===== config.mk =====
export PLATFORM = sky130hd
export DESIGN_NAME = csv_field_splitter_unit
export DESIGN_NICKNAME = d
export VERILOG_FILES = /design/src/hw/rtl/csv_fs_pkg.sv /design/src/hw/rtl/csv_fs_decode.sv /design/src/hw/rtl/csv_fs_out_reg.sv /design/src/hw/rtl/csv_field_splitter_unit.sv
export SDC_FILE = /design/constraint.sdc
export NUM_CORES = 1
export LEC_CHECK = 0
export BUFFER_PORTS_ARGS = -buffer_cell sky130_fd_sc_hd__buf_2
export CORE_AREA = 5 5 82 46
export CTS_CLUSTER_DIAMETER = 100
export DETAILED_ROUTE_END_ITERATION = 16
export DIE_AREA = 0 0 87 51
export HOLD_SLACK_MARGIN = 0.08
export PLACE_DENSITY = 0.72
export SETUP_SLACK_MARGIN = 0.05
export SYNTH_ARGS = -nofsm -noshare
export SYNTH_HDL_FRONTEND = slang
export SYNTH_SLANG_ARGS = --single-unit

===== constraint.sdc =====
create_clock -name clk -period 3.2 [get_ports clk]
set_input_delay 0.48 -clock clk [delete_from_list [all_inputs] [get_ports clk]]
set_output_delay 0.48 -clock clk [all_outputs]
set_load 0.01 [all_outputs]

===== src/hw/rtl/csv_fs_pkg.sv =====
`default_nettype none
package csv_fs_pkg;

    typedef enum logic [4:0] {
        ST_START  = 5'b00001,
        ST_TOKEN  = 5'b00010,
        ST_COMMA  = 5'b00100,
        ST_STRING = 5'b01000,
        ST_QUOTED = 5'b10000
    } state_t;

    typedef enum logic [2:0] {
        K_DATA  = 3'd0,
        K_FIELD = 3'd1,
        K_LINE  = 3'd2,
        K_EMPTY = 3'd3,
        K_EOFLS = 3'd4
    } kind_t;

    localparam logic [7:0] CH_COMMA = 8'h2C;
    localparam logic [7:0] CH_QUOTE = 8'h22;
    localparam logic [7:0] CH_LF    = 8'h0A;
    localparam logic [7:0] CH_CR    = 8'h0D;
    localparam logic [7:0] CH_SP    = 8'h20;
    localparam logic [7:0] CH_TAB   = 8'h09;

    typedef struct packed {
        kind_t      kind;
        logic [7:0] field_byte;
        logic       input_ended;
    } result_t;

    typedef struct packed {
        logic    emit;
        result_t res;
        state_t  next_state;
    } decode_t;

endpackage
`default_nettype wire


===== src/hw/rtl/csv_fs_decode.sv =====
`default_nettype none
module csv_fs_decode
    import csv_fs_pkg::*;
(
    input  var state_t     state,
    input  wire [7:0]      byte_in,
    input  wire            end_of_input,
    output decode_t        dec
);

    logic is_blank;

    assign is_blank = (byte_in == CH_SP) || (byte_in == CH_TAB);

    always_comb
    begin
        dec.emit                = 1'b0;
        dec.res.kind            = K_DATA;
        dec.res.field_byte      = 8'd0;
        dec.res.input_ended     = 1'b0;
        dec.next_state          = state;

        unique case (state)
            ST_TOKEN, ST_COMMA, ST_STRING, ST_QUOTED:
            begin
                // end of input or newline closes field and line in every non-start state
                if (end_of_input)
                begin
                    dec.emit            = 1'b1;
                    dec.res.kind        = K_LINE;
                    dec.res.input_ended = 1'b1;
                    dec.next_state      = ST_START;
                end
                else if (byte_in == CH_LF)
                begin
                    dec.emit       = 1'b1;
                    dec.res.kind   = K_LINE;
                    dec.next_state = ST_START;
                end
                else if (byte_in == CH_CR)
                begin
                    dec.emit = 1'b0;
                end
                else if (state == ST_STRING)
                begin
                    if (byte_in == CH_QUOTE)
                        dec.next_state = ST_QUOTED;
                    else
                    begin
                        dec.emit           = 1'b1;
                        dec.res.field_byte = byte_in;
                    end
                end
                else if (byte_in == CH_COMMA)
                begin
                    dec.emit       = 1'b1;
                    dec.res.kind   = K_FIELD;
                    dec.next_state = ST_COMMA;
                end
                else if (byte_in == CH_QUOTE)
                begin
                    // doubled quote after a closing quote is one literal quote
                    dec.next_state = ST_STRING;
                    if (state == ST_QUOTED)
                    begin
                        dec.emit           = 1'b1;
                        dec.res.field_byte = byte_in;
                    end
                end
                else if ((state == ST_COMMA) && is_blank)
                begin
                    dec.emit = 1'b0;
                end
                else
                begin
                    dec.emit           = 1'b1;
                    dec.res.field_byte = byte_in;
                    dec.next_state     = ST_TOKEN;
                end
            end
            default:
            begin
                // line start, also taken for codes that cannot arise
                dec.next_state = ST_START;
                if (end_of_input)
                begin
                    dec.emit            = 1'b1;
                    dec.res.kind        = K_EOFLS;
                    dec.res.input_ended = 1'b1;
                end
                else if ((byte_in == CH_CR) || is_blank)
                begin
                    dec.emit = 1'b0;
                end
                else if (byte_in == CH_LF)
                begin
                    dec.emit     = 1'b1;
                    dec.res.kind = K_EMPTY;
                end
                else if (byte_in == CH_COMMA)
                begin
                    dec.emit       = 1'b1;
                    dec.res.kind   = K_FIELD;
                    dec.next_state = ST_COMMA;
                end
                else if (byte_in == CH_QUOTE)
                begin
                    dec.next_state = ST_STRING;
                end
                else
                begin
                    dec.emit           = 1'b1;
                    dec.res.field_byte = byte_in;
                    dec.next_state     = ST_TOKEN;
                end
            end
        endcase
    end

endmodule
`default_nettype wire


===== src/hw/rtl/csv_fs_out_reg.sv =====
`default_nettype none
module csv_fs_out_reg
    import csv_fs_pkg::*;
(
    input  wire        clk,
    input  wire        rst_n,
    input  wire        load,
    input  var result_t res_in,
    output logic       room,
    output logic       valid,
    input  wire        ready,
    output result_t    res_out
);

    logic    valid_reg;
    logic    valid_next;
    result_t res_reg;

    // register can take a new result when empty or being drained this cycle
    assign room       = !valid_reg || ready;
    assign valid_next = load || (valid_reg && !ready);
    assign valid      = valid_reg;
    assign res_out    = res_reg;

    always_ff @(posedge clk or negedge rst_n)
    begin
        if (!rst_n)
            valid_reg <= 1'b0;
        else
            valid_reg <= valid_next;
    end

    always_ff @(posedge clk)
    begin
        if (load)
            res_reg <= res_in;
    end

endmodule
`default_nettype wire


===== src/hw/rtl/csv_field_splitter_unit.sv =====
`default_nettype none
// Streaming splitter for comma-separated lines with quoted fields. Each input
// transfer carries one character, or an end-of-input event in tuser, and gives
// at most one output transfer: a field byte or a field, line, empty-line or
// end-at-line-start marker. One character is taken every clock cycle unless the
// output register is full and the character needs it; the parse state register,
// updated by the decode step once per character, sets this rate. A character is
// registered at the input and its result at the output. Skipped characters (CR,
// leading blanks, quotes that open or close a field) make no output transfer.
module csv_field_splitter_unit
    import csv_fs_pkg::*;
(
    input  wire        clk,
    input  wire        rst_n,
    input  wire        s_axis_tvalid,
    output logic       s_axis_tready,
    input  wire [7:0]  s_axis_tdata,   // byte_in
    input  wire        s_axis_tuser,   // end_of_input
    output logic       m_axis_tvalid,
    input  wire        m_axis_tready,
    output logic [7:0] m_axis_tdata,   // field_byte
    output logic [3:0] m_axis_tuser    // kind[2:0], input_ended[3]
);

    logic       in_valid_reg;
    logic       in_valid_next;
    logic [7:0] in_byte_reg;
    logic       in_eoi_reg;
    state_t     state_reg;
    state_t     state_next;
    decode_t    dec;
    logic       out_room;
    logic       advance;
    logic       load;
    logic       s_accept;
    result_t    res_out;

    csv_fs_decode u_decode (
        .state        (state_reg),
        .byte_in      (in_byte_reg),
        .end_of_input (in_eoi_reg),
        .dec          (dec)
    );

    // an item with no result leaves the input stage even when the output is full
    assign advance       = in_valid_reg && (!dec.emit || out_room);
    assign load          = advance && dec.emit;
    assign s_axis_tready = !in_valid_reg || advance;
    assign s_accept      = s_axis_tvalid && s_axis_tready;
    assign in_valid_next = s_accept || (in_valid_reg && !advance);
    assign state_next    = advance ? dec.next_state : state_reg;

    always_ff @(posedge clk or negedge rst_n)
    begin
        if (!rst_n)
        begin
            in_valid_reg <= 1'b0;
            state_reg    <= ST_START;
        end
        else
        begin
            in_valid_reg <= in_valid_next;
            state_reg    <= state_next;
        end
    end

    always_ff @(posedge clk)
    begin
        if (s_accept)
        begin
            in_byte_reg <= s_axis_tdata;
            in_eoi_reg  <= s_axis_tuser;
        end
    end

    csv_fs_out_reg u_out_reg (
        .clk     (clk),
        .rst_n   (rst_n),
        .load    (load),
        .res_in  (dec.res),
        .room    (out_room),
        .valid   (m_axis_tvalid),
        .ready   (m_axis_tready),
        .res_out (res_out)
    );

    assign m_axis_tdata = res_out.field_byte;
    assign m_axis_tuser = {res_out.input_ended, res_out.kind};

    a_eoi_returns_to_start: assert property (@(posedge clk) disable iff (!rst_n)
        advance && in_eoi_reg |=> state_reg == ST_START)
        else $error("end of input did not return to line start");

    a_eoi_marks_output: assert property (@(posedge clk) disable iff (!rst_n)
        advance && in_eoi_reg |=> m_axis_tvalid && m_axis_tuser[3])
        else $error("end of input gave no ended marker");

    a_data_not_ended: assert property (@(posedge clk) disable iff (!rst_n)
        m_axis_tvalid && (m_axis_tuser[2:0] == K_DATA) |-> !m_axis_tuser[3])
        else $error("data byte flagged as input ended");

    a_no_load_when_full: assert property (@(posedge clk) disable iff (!rst_n)
        load |-> !m_axis_tvalid || m_axis_tready)
        else $error("result loaded over a pending transfer");

endmodule
`default_nettype wire

# After elaboration in Yosys (flattened, before gate mapping)
# Index checks and enable logic that the tools add are counted.
# totals
word_cells,84
inputBits,13
output_inout_bits,14
regBits,28
# classes
reduce_logical,20
muxes,43
eq_ne,13
# op_table
cell,n
two-way mux 8 bit,11
two-way mux 5 bit,11
"equality test 8 x 4 -> 1 bit, second input constant",3
"equality test 8 x 6 -> 1 bit, second input constant",3
two-way mux 4 bit,6
two-way mux 11 bit,2
two-way mux 18 bit,1
two-way mux 1 bit,11
logical OR 1 bit,7
logical AND 1 bit,6
"!= test 6 x 4 -> 1 bit, second input constant",1
"equality test 5 x 2 -> 1 bit, second input constant",1
"equality test 5 x 3 -> 1 bit, second input constant",1
"equality test 5 x 4 -> 1 bit, second input constant",1
"equality test 5 bit, second input constant",1
logical NOT 1 bit,5
"!= test 5 bit, second input constant",1
"!= test 4 bit, second input constant",1
AND reduction 4 bit,1
OR reduction 4 bit,1
two-way mux 3 bit,1

# Logic depth before layout (Yosys ltp)
# logic_depth
depth_word,17
ltp_mapped,8
depth_no_buf,6

# By module
# From an unflattened synthesis, not the netlist that was laid out.
# unflattened
cells_unflattened,132
hier_area_um2,1532.7
# modules_own_cells
module,area_each_um2,seq_area_each_um2,n_inst,cells_each
csv_fs_decode,599.3,0.0,1,91
csv_field_splitter_unit,525.5,421.7,1,26
csv_fs_out_reg,407.9,385.4,1,15

# Worst setup path after synthesis
# Ideal clock, no wire load.
# synth_path
kind,register -> register
from,register state_reg[2]
to,"register u_out_reg.res_reg, in the netlist u_out_reg.res_out[0], enable pin"
t_required_ps,2820
path_stages_with_launch,8
setup_ps,380
arrival_time_ps,2092
n_path_buf,1
path_slack_ps,728
period_less_slack_ps,2472
path_cell_list,dfrtp_1 -> buf_6 -> or4b_1 -> o311ai_1 -> a2111oi_1 -> a31oi_4 -> nand2_1 -> nor2_1
# synth_via
elab_chain_cells,14
word_cells_on_any_way,19
classes_between,eq/ne: 4; mux: 9; reduce/logical: 6
# synth_lines
item,line,text
from (decl),csv_field_splitter_unit.sv:29,state_t state_reg;
from (signal assigned),csv_field_splitter_unit.sv:63,state_reg <= state_next;
equality test 5 x 3 -> 1 bit,"csv_fs_decode.sv:23, csv_fs_decode.sv:70",
logical AND 1 bit,csv_fs_decode.sv:70,else if ((state == ST_COMMA) && is_blank)
two-way mux 1 bit,csv_fs_decode.sv:70,
two-way mux 1 bit,csv_fs_decode.sv:60,else if (byte_in == CH_QUOTE)
two-way mux 1 bit,csv_fs_decode.sv:54,else if (byte_in == CH_COMMA)
two-way mux 1 bit,csv_fs_decode.sv:44,else if (state == ST_STRING)
two-way mux 1 bit,csv_fs_decode.sv:40,else if (byte_in == CH_CR)
two-way mux 4 bit,csv_fs_decode.sv:34,else if (byte_in == CH_LF)
two-way mux 4 bit,csv_fs_decode.sv:27,if (end_of_input)
two-way mux 18 bit (*),csv_fs_decode.sv:23,unique case (state)
logical NOT 1 bit,csv_field_splitter_unit.sv:46,assign advance = in_valid_reg && (!dec.emit || out_room);
logical OR 1 bit,csv_field_splitter_unit.sv:46,
logical AND 1 bit,csv_field_splitter_unit.sv:46,
logical AND 1 bit (*),csv_field_splitter_unit.sv:47,assign load = advance && dec.emit;
net load,csv_field_splitter_unit.sv:34,logic load;
to (signal assigned),csv_fs_out_reg.sv:36,res_reg <= res_in;
to (decl),csv_fs_out_reg.sv:17,result_t res_reg;
# The timed path passes the listed nets; every way through them passes the cells marked *.
# A chain may end at the register's enable or synchronous reset.

# Worst setup path after layout
# layout_path
from,register in_byte_reg[2]
to,output s_axis_tready
# layout_via
elab_chain_cells,15
word_cells_on_any_way,26
classes_between,eq/ne: 6; mux: 13; reduce/logical: 7
# layout_lines
item,line,text
from (decl),csv_field_splitter_unit.sv:27,logic [7:0] in_byte_reg;
from (signal assigned),csv_field_splitter_unit.sv:71,in_byte_reg <= s_axis_tdata;
equality test 8 x 6 -> 1 bit or equality test 8 x 4 -> 1 bit (tied branches),csv_fs_decode.sv:13,assign is_blank = (byte_in == CH_SP) || (byte_in == CH_TAB);
logical OR 1 bit,csv_fs_decode.sv:13,
logical AND 1 bit,csv_fs_decode.sv:70,
two-way mux 1 bit,csv_fs_decode.sv:70,
two-way mux 1 bit,csv_fs_decode.sv:60,
two-way mux 1 bit,csv_fs_decode.sv:54,
two-way mux 1 bit,csv_fs_decode.sv:44,
two-way mux 1 bit,csv_fs_decode.sv:40,
two-way mux 4 bit,csv_fs_decode.sv:34,
two-way mux 4 bit,csv_fs_decode.sv:27,
two-way mux 18 bit (*),csv_fs_decode.sv:23,
logical NOT 1 bit (*),csv_field_splitter_unit.sv:46,
logical OR 1 bit (*),csv_field_splitter_unit.sv:46,
logical AND 1 bit (*),csv_field_splitter_unit.sv:46,
logical OR 1 bit (*),csv_field_splitter_unit.sv:48,assign s_axis_tready = !in_valid_reg || advance;
to (decl),csv_field_splitter_unit.sv:16,"output logic s_axis_tready,"
# Every way passes the cells marked *; elsewhere a longest branch is shown, timed or not.

==> results.txt <==
The run finished with clean final reports. The ratio of cells with drive above 1 in the final layout was 24.5%; the slew of the pin with the lowest slew margin was 663 ps. Buffers inserted during clock tree synthesis total 3. The initial utilization of the core area, before any placement, comes to 49.6%.

The sort of element at the end of the critical path is a primary output. The proportion of netlist area held by the largest area contributor works out to 43.5%. The run gives 0 as the post-cts sizing count. In this run the worst hold path is classified as in2reg.

The analysis attributes to net switching a power of 208 uW. The register area share after synthesis is 55.7%. Nature of the critical path startpoint: a register. Setup repair after global routing left no endpoint under its margin. After the last flow step, the layout net total stands at 169. The die is 87 um wide. The number of clock sinks is 28. Wires add up to 3.01 mm. The logs give 2930 um^2 for the area of the core region and 2720 ps for the data required time at the worst endpoint.

The leading cell type by number of instances after synthesis was sky130_fd_sc_hd__edfxtp_1. Measured against its own limit, the worst slew margin works out to 55.7%. The number of nets in the synthesized netlist was 138; the clock latency on the worst-skew pair was 270 ps. Of the total power, the share spent switching nets is 25.0%.

In this run the deepest clock path goes through 2 buffers. In this run, the clock network consumes 29.1% of the power. In this run the vertical extent of the chip is 51 um. The cell-internal power is 625 uW, and the initial DRC count is 291. The congestion estimate from routability-driven global placement came to 0.919.

Once detail routing completed, the nets flagged for antenna violations numbered 0. The worst path uses 88.6% of the clock period. Final-report max-slew violation count: 0. Input and output buffers added on the ports amount to 26. Counting flops with an async set or reset pin after synthesis yields a share of 25.0%. The upper clock frequency limit is 0.353 GHz, and the power share of the sequential group is 54.7%. The max capacitance violation total is 0.

The mean post-synth cell area is 11.6 um^2, and the number of flip-flops under the largest register name is 12. 27 I/O pins were placed. The die covers 4440 um^2.

The post-route setup TNS is 0 ps. For the count of distinct cell types in the synthesized netlist, the log shows 44. The CTS clock-pin slew for the worst setup and hold paths was 90 ps. The most instantiated flip-flop cell in the synthesis netlist was sky130_fd_sc_hd__edfxtp_1. The post-layout minimum cycle time was 2830 ps. The tools report the largest net degree at the start of global routing as 17. The largest single stage delay on the critical path is 650 ps. Dividing the detail-routed via count by the number of cells gives 5.79. The run gives 0.643 nW as the leakage power total.

Walking the worst path, the cells encountered are nor4b_1 > a21oi_1 > a2111oi_1 > a31oi_4 > nand3_1 > buf_2. The number of antenna violations at the first check in global routing is 0, and the utilization after layout is 58.1%. The total DRC errors in the routed layout was 0; the total global-route track usage was 14.6%.

At the worst endpoint, the arrival time is 2350 ps. The critical-path maximum fanout was 9; the final global-route overflow total was 0. The detailed placer's ending HPWL is 2.25 mm, and the post-synthesis cell count is 125.

Master cell of the clock root buffer: sky130_fd_sc_hd__clkbuf_8. The run gives 1,066 as the number of global-route vias before repair. Synthesis inferred 28 register bits. The leading area contributor after synthesis is sky130_fd_sc_hd__edfxtp_1. Dividing total power by cell area gives a power density of 490 nW/um^2. After detailed routing, the average wire length per cell comes to 15.4 um. After synthesis, the most frequently instantiated cells are 21 x sky130_fd_sc_hd__edfxtp_1, 9 x sky130_fd_sc_hd__nor2b_1, 8 x sky130_fd_sc_hd__nor2_1. After floorplanning, the core was divided into 14 placement rows. The largest individual stage delay along the critical path comes from the cell sky130_fd_sc_hd__a2111oi_1. For this block, the via count after detailed routing is 1,130. After synthesis the cells add up to 1450 um^2. The logs give 4.96 mm for the global-route wire length before repair and 0 for the number of failing setup endpoints in the final timing report. TritonCTS built the clock tree. Layout-stage area growth over the synthesis result: 17.2%. The startpoint-to-endpoint class of the critical path was reg2out. The number of H-tree branching levels is 1. For the overall power consumption, the log shows 833 uW. The repair_antennas step left the layout with diodes totalling 0. The logic gate share of total power was 16.2%.

Clock skew on the completed layout was measured at 3.13 ps. By area the synthesized netlist is led by sky130_fd_sc_hd__edfxtp_1 43%, sky130_fd_sc_hd__dfrtp_1 10%, sky130_fd_sc_hd__nor2b_1 3.9%. The count of endpoints failing hold in the final timing report came out at 0. Yosys printed 0 warnings. The count of flip-flops with a built-in enable after synthesis works out to 21.

IR analysis of the VDD net gives a maximum drop of 317 uV. The layout has 241 filler cells. Iteration count of the initial detailed-routing pass: 4.
==> what timing repair did <==
item,in CTS,in global routing
hold endpoints to repair,6,0
hold buffers,1,0
buffers inserted,0,0
==> power groups by stage <==
stage | clock network, mW | logic, mW | registers [mW]
global placement | 0 | 0.132 | 0.462
detailed placement | 0 | 0.133 | 0.463
finish | 0.243 | 0.135 | 0.455
global route | 0.262 | 0.148 | 0.461
floorplan | 0 | 0.0836 | 0.465
CTS | 0.245 | 0.135 | 0.455
==> worst max-delay path: cells and delay by family, from the launching register on <==
kind                   cells  cell delay (ps)
AO/OA/AOI/OAI              3              840
AND/OR/NAND/NOR            2              570
flip-flops                 1              520
buffers and inverters      1              140
==> cell usage in the layout, fill, tap and decap left out, drive strengths merged, types with 2 or more instances in the layout <==
cell type	n
nand2b	3
edfxtp	21
clkbuf	4
and2	6
nor4	2
or4b	2
buf	28
dfrtp	6
and3	3
nor3	3
o22ai	2
a31oi	5
o21ai	6
a21oi	2
nor3b	3
a211oi	2
nor2b	9
nand2	5
or3	4
mux2i	2
mux2	4
nand4	2
nand3	3
inv	5
nor2	8
==> metrics by stage <==
stage / setup slack (ps) / hold WS (ps) / cell area (um^2) / std cells
floorplan: 728 / 184 / 1450 / 125
finish: 366 / 375 / 1700 / 195
global placement: 619 / 319 / 1620 / 190
global route: 153 / 353 / 1700 / 195
CTS: 360 / 371 / 1700 / 195
detailed placement: 544 / 325 / 1620 / 190
==> area by class of cell <==
type | instances | area [um^2] | share of cell area, %
multi-input combinational | 89 | 602 | 35.4
inverter | 5 | 18.8 | 1.10
tap | 40 | 50.0 | 2.95
timing repair buffer | 29 | 155 | 9.13
sequential | 28 | 807 | 47.5
clock buffer | 4 | 66.3 | 3.90
==> final timing paths <==
check,from,to,slack [ps],cells past startpoint
worst min register to register,in_valid_reg$_DFF_PN0_,u_out_reg.valid$_DFF_PN0_,560,2
max in group asynchronous,rst_n,state_reg[0]$_DFFE_PN1P_,2400,2
worst max-delay path,in_byte_reg[2]$_DFFE_PP_,s_axis_tready,370,6
worst max register to register,in_byte_reg[2]$_DFFE_PP_,state_reg[1]$_DFFE_PN0P_,520,6
worst min-delay path,s_axis_tdata[7],in_byte_reg[7]$_DFFE_PP_,370,1
min in group asynchronous,rst_n,u_out_reg.valid$_DFF_PN0_,570,2
==> metal layers <==
metal  GRT usage [%]  part of all wire (%)  up-vias
li1                -                     -      529
met1            20.1                    44      511
met2            20.0                    41       75
met3            5.62                    12       15
met4            6.99                   3.0        0
met5               0                     0        -
==> kinds of logic after synthesis <==
logic type | Yosys count | synth area share [%]
simple gates | 59 | 24.2
flops | 28 | 55.7
compound gates | 23 | 12.2
buf+inv | 8 | 2.85
mux | 6 | 4.49
xor+xnor | 1 | 0.604
Power figures use the tool's default switching activity.
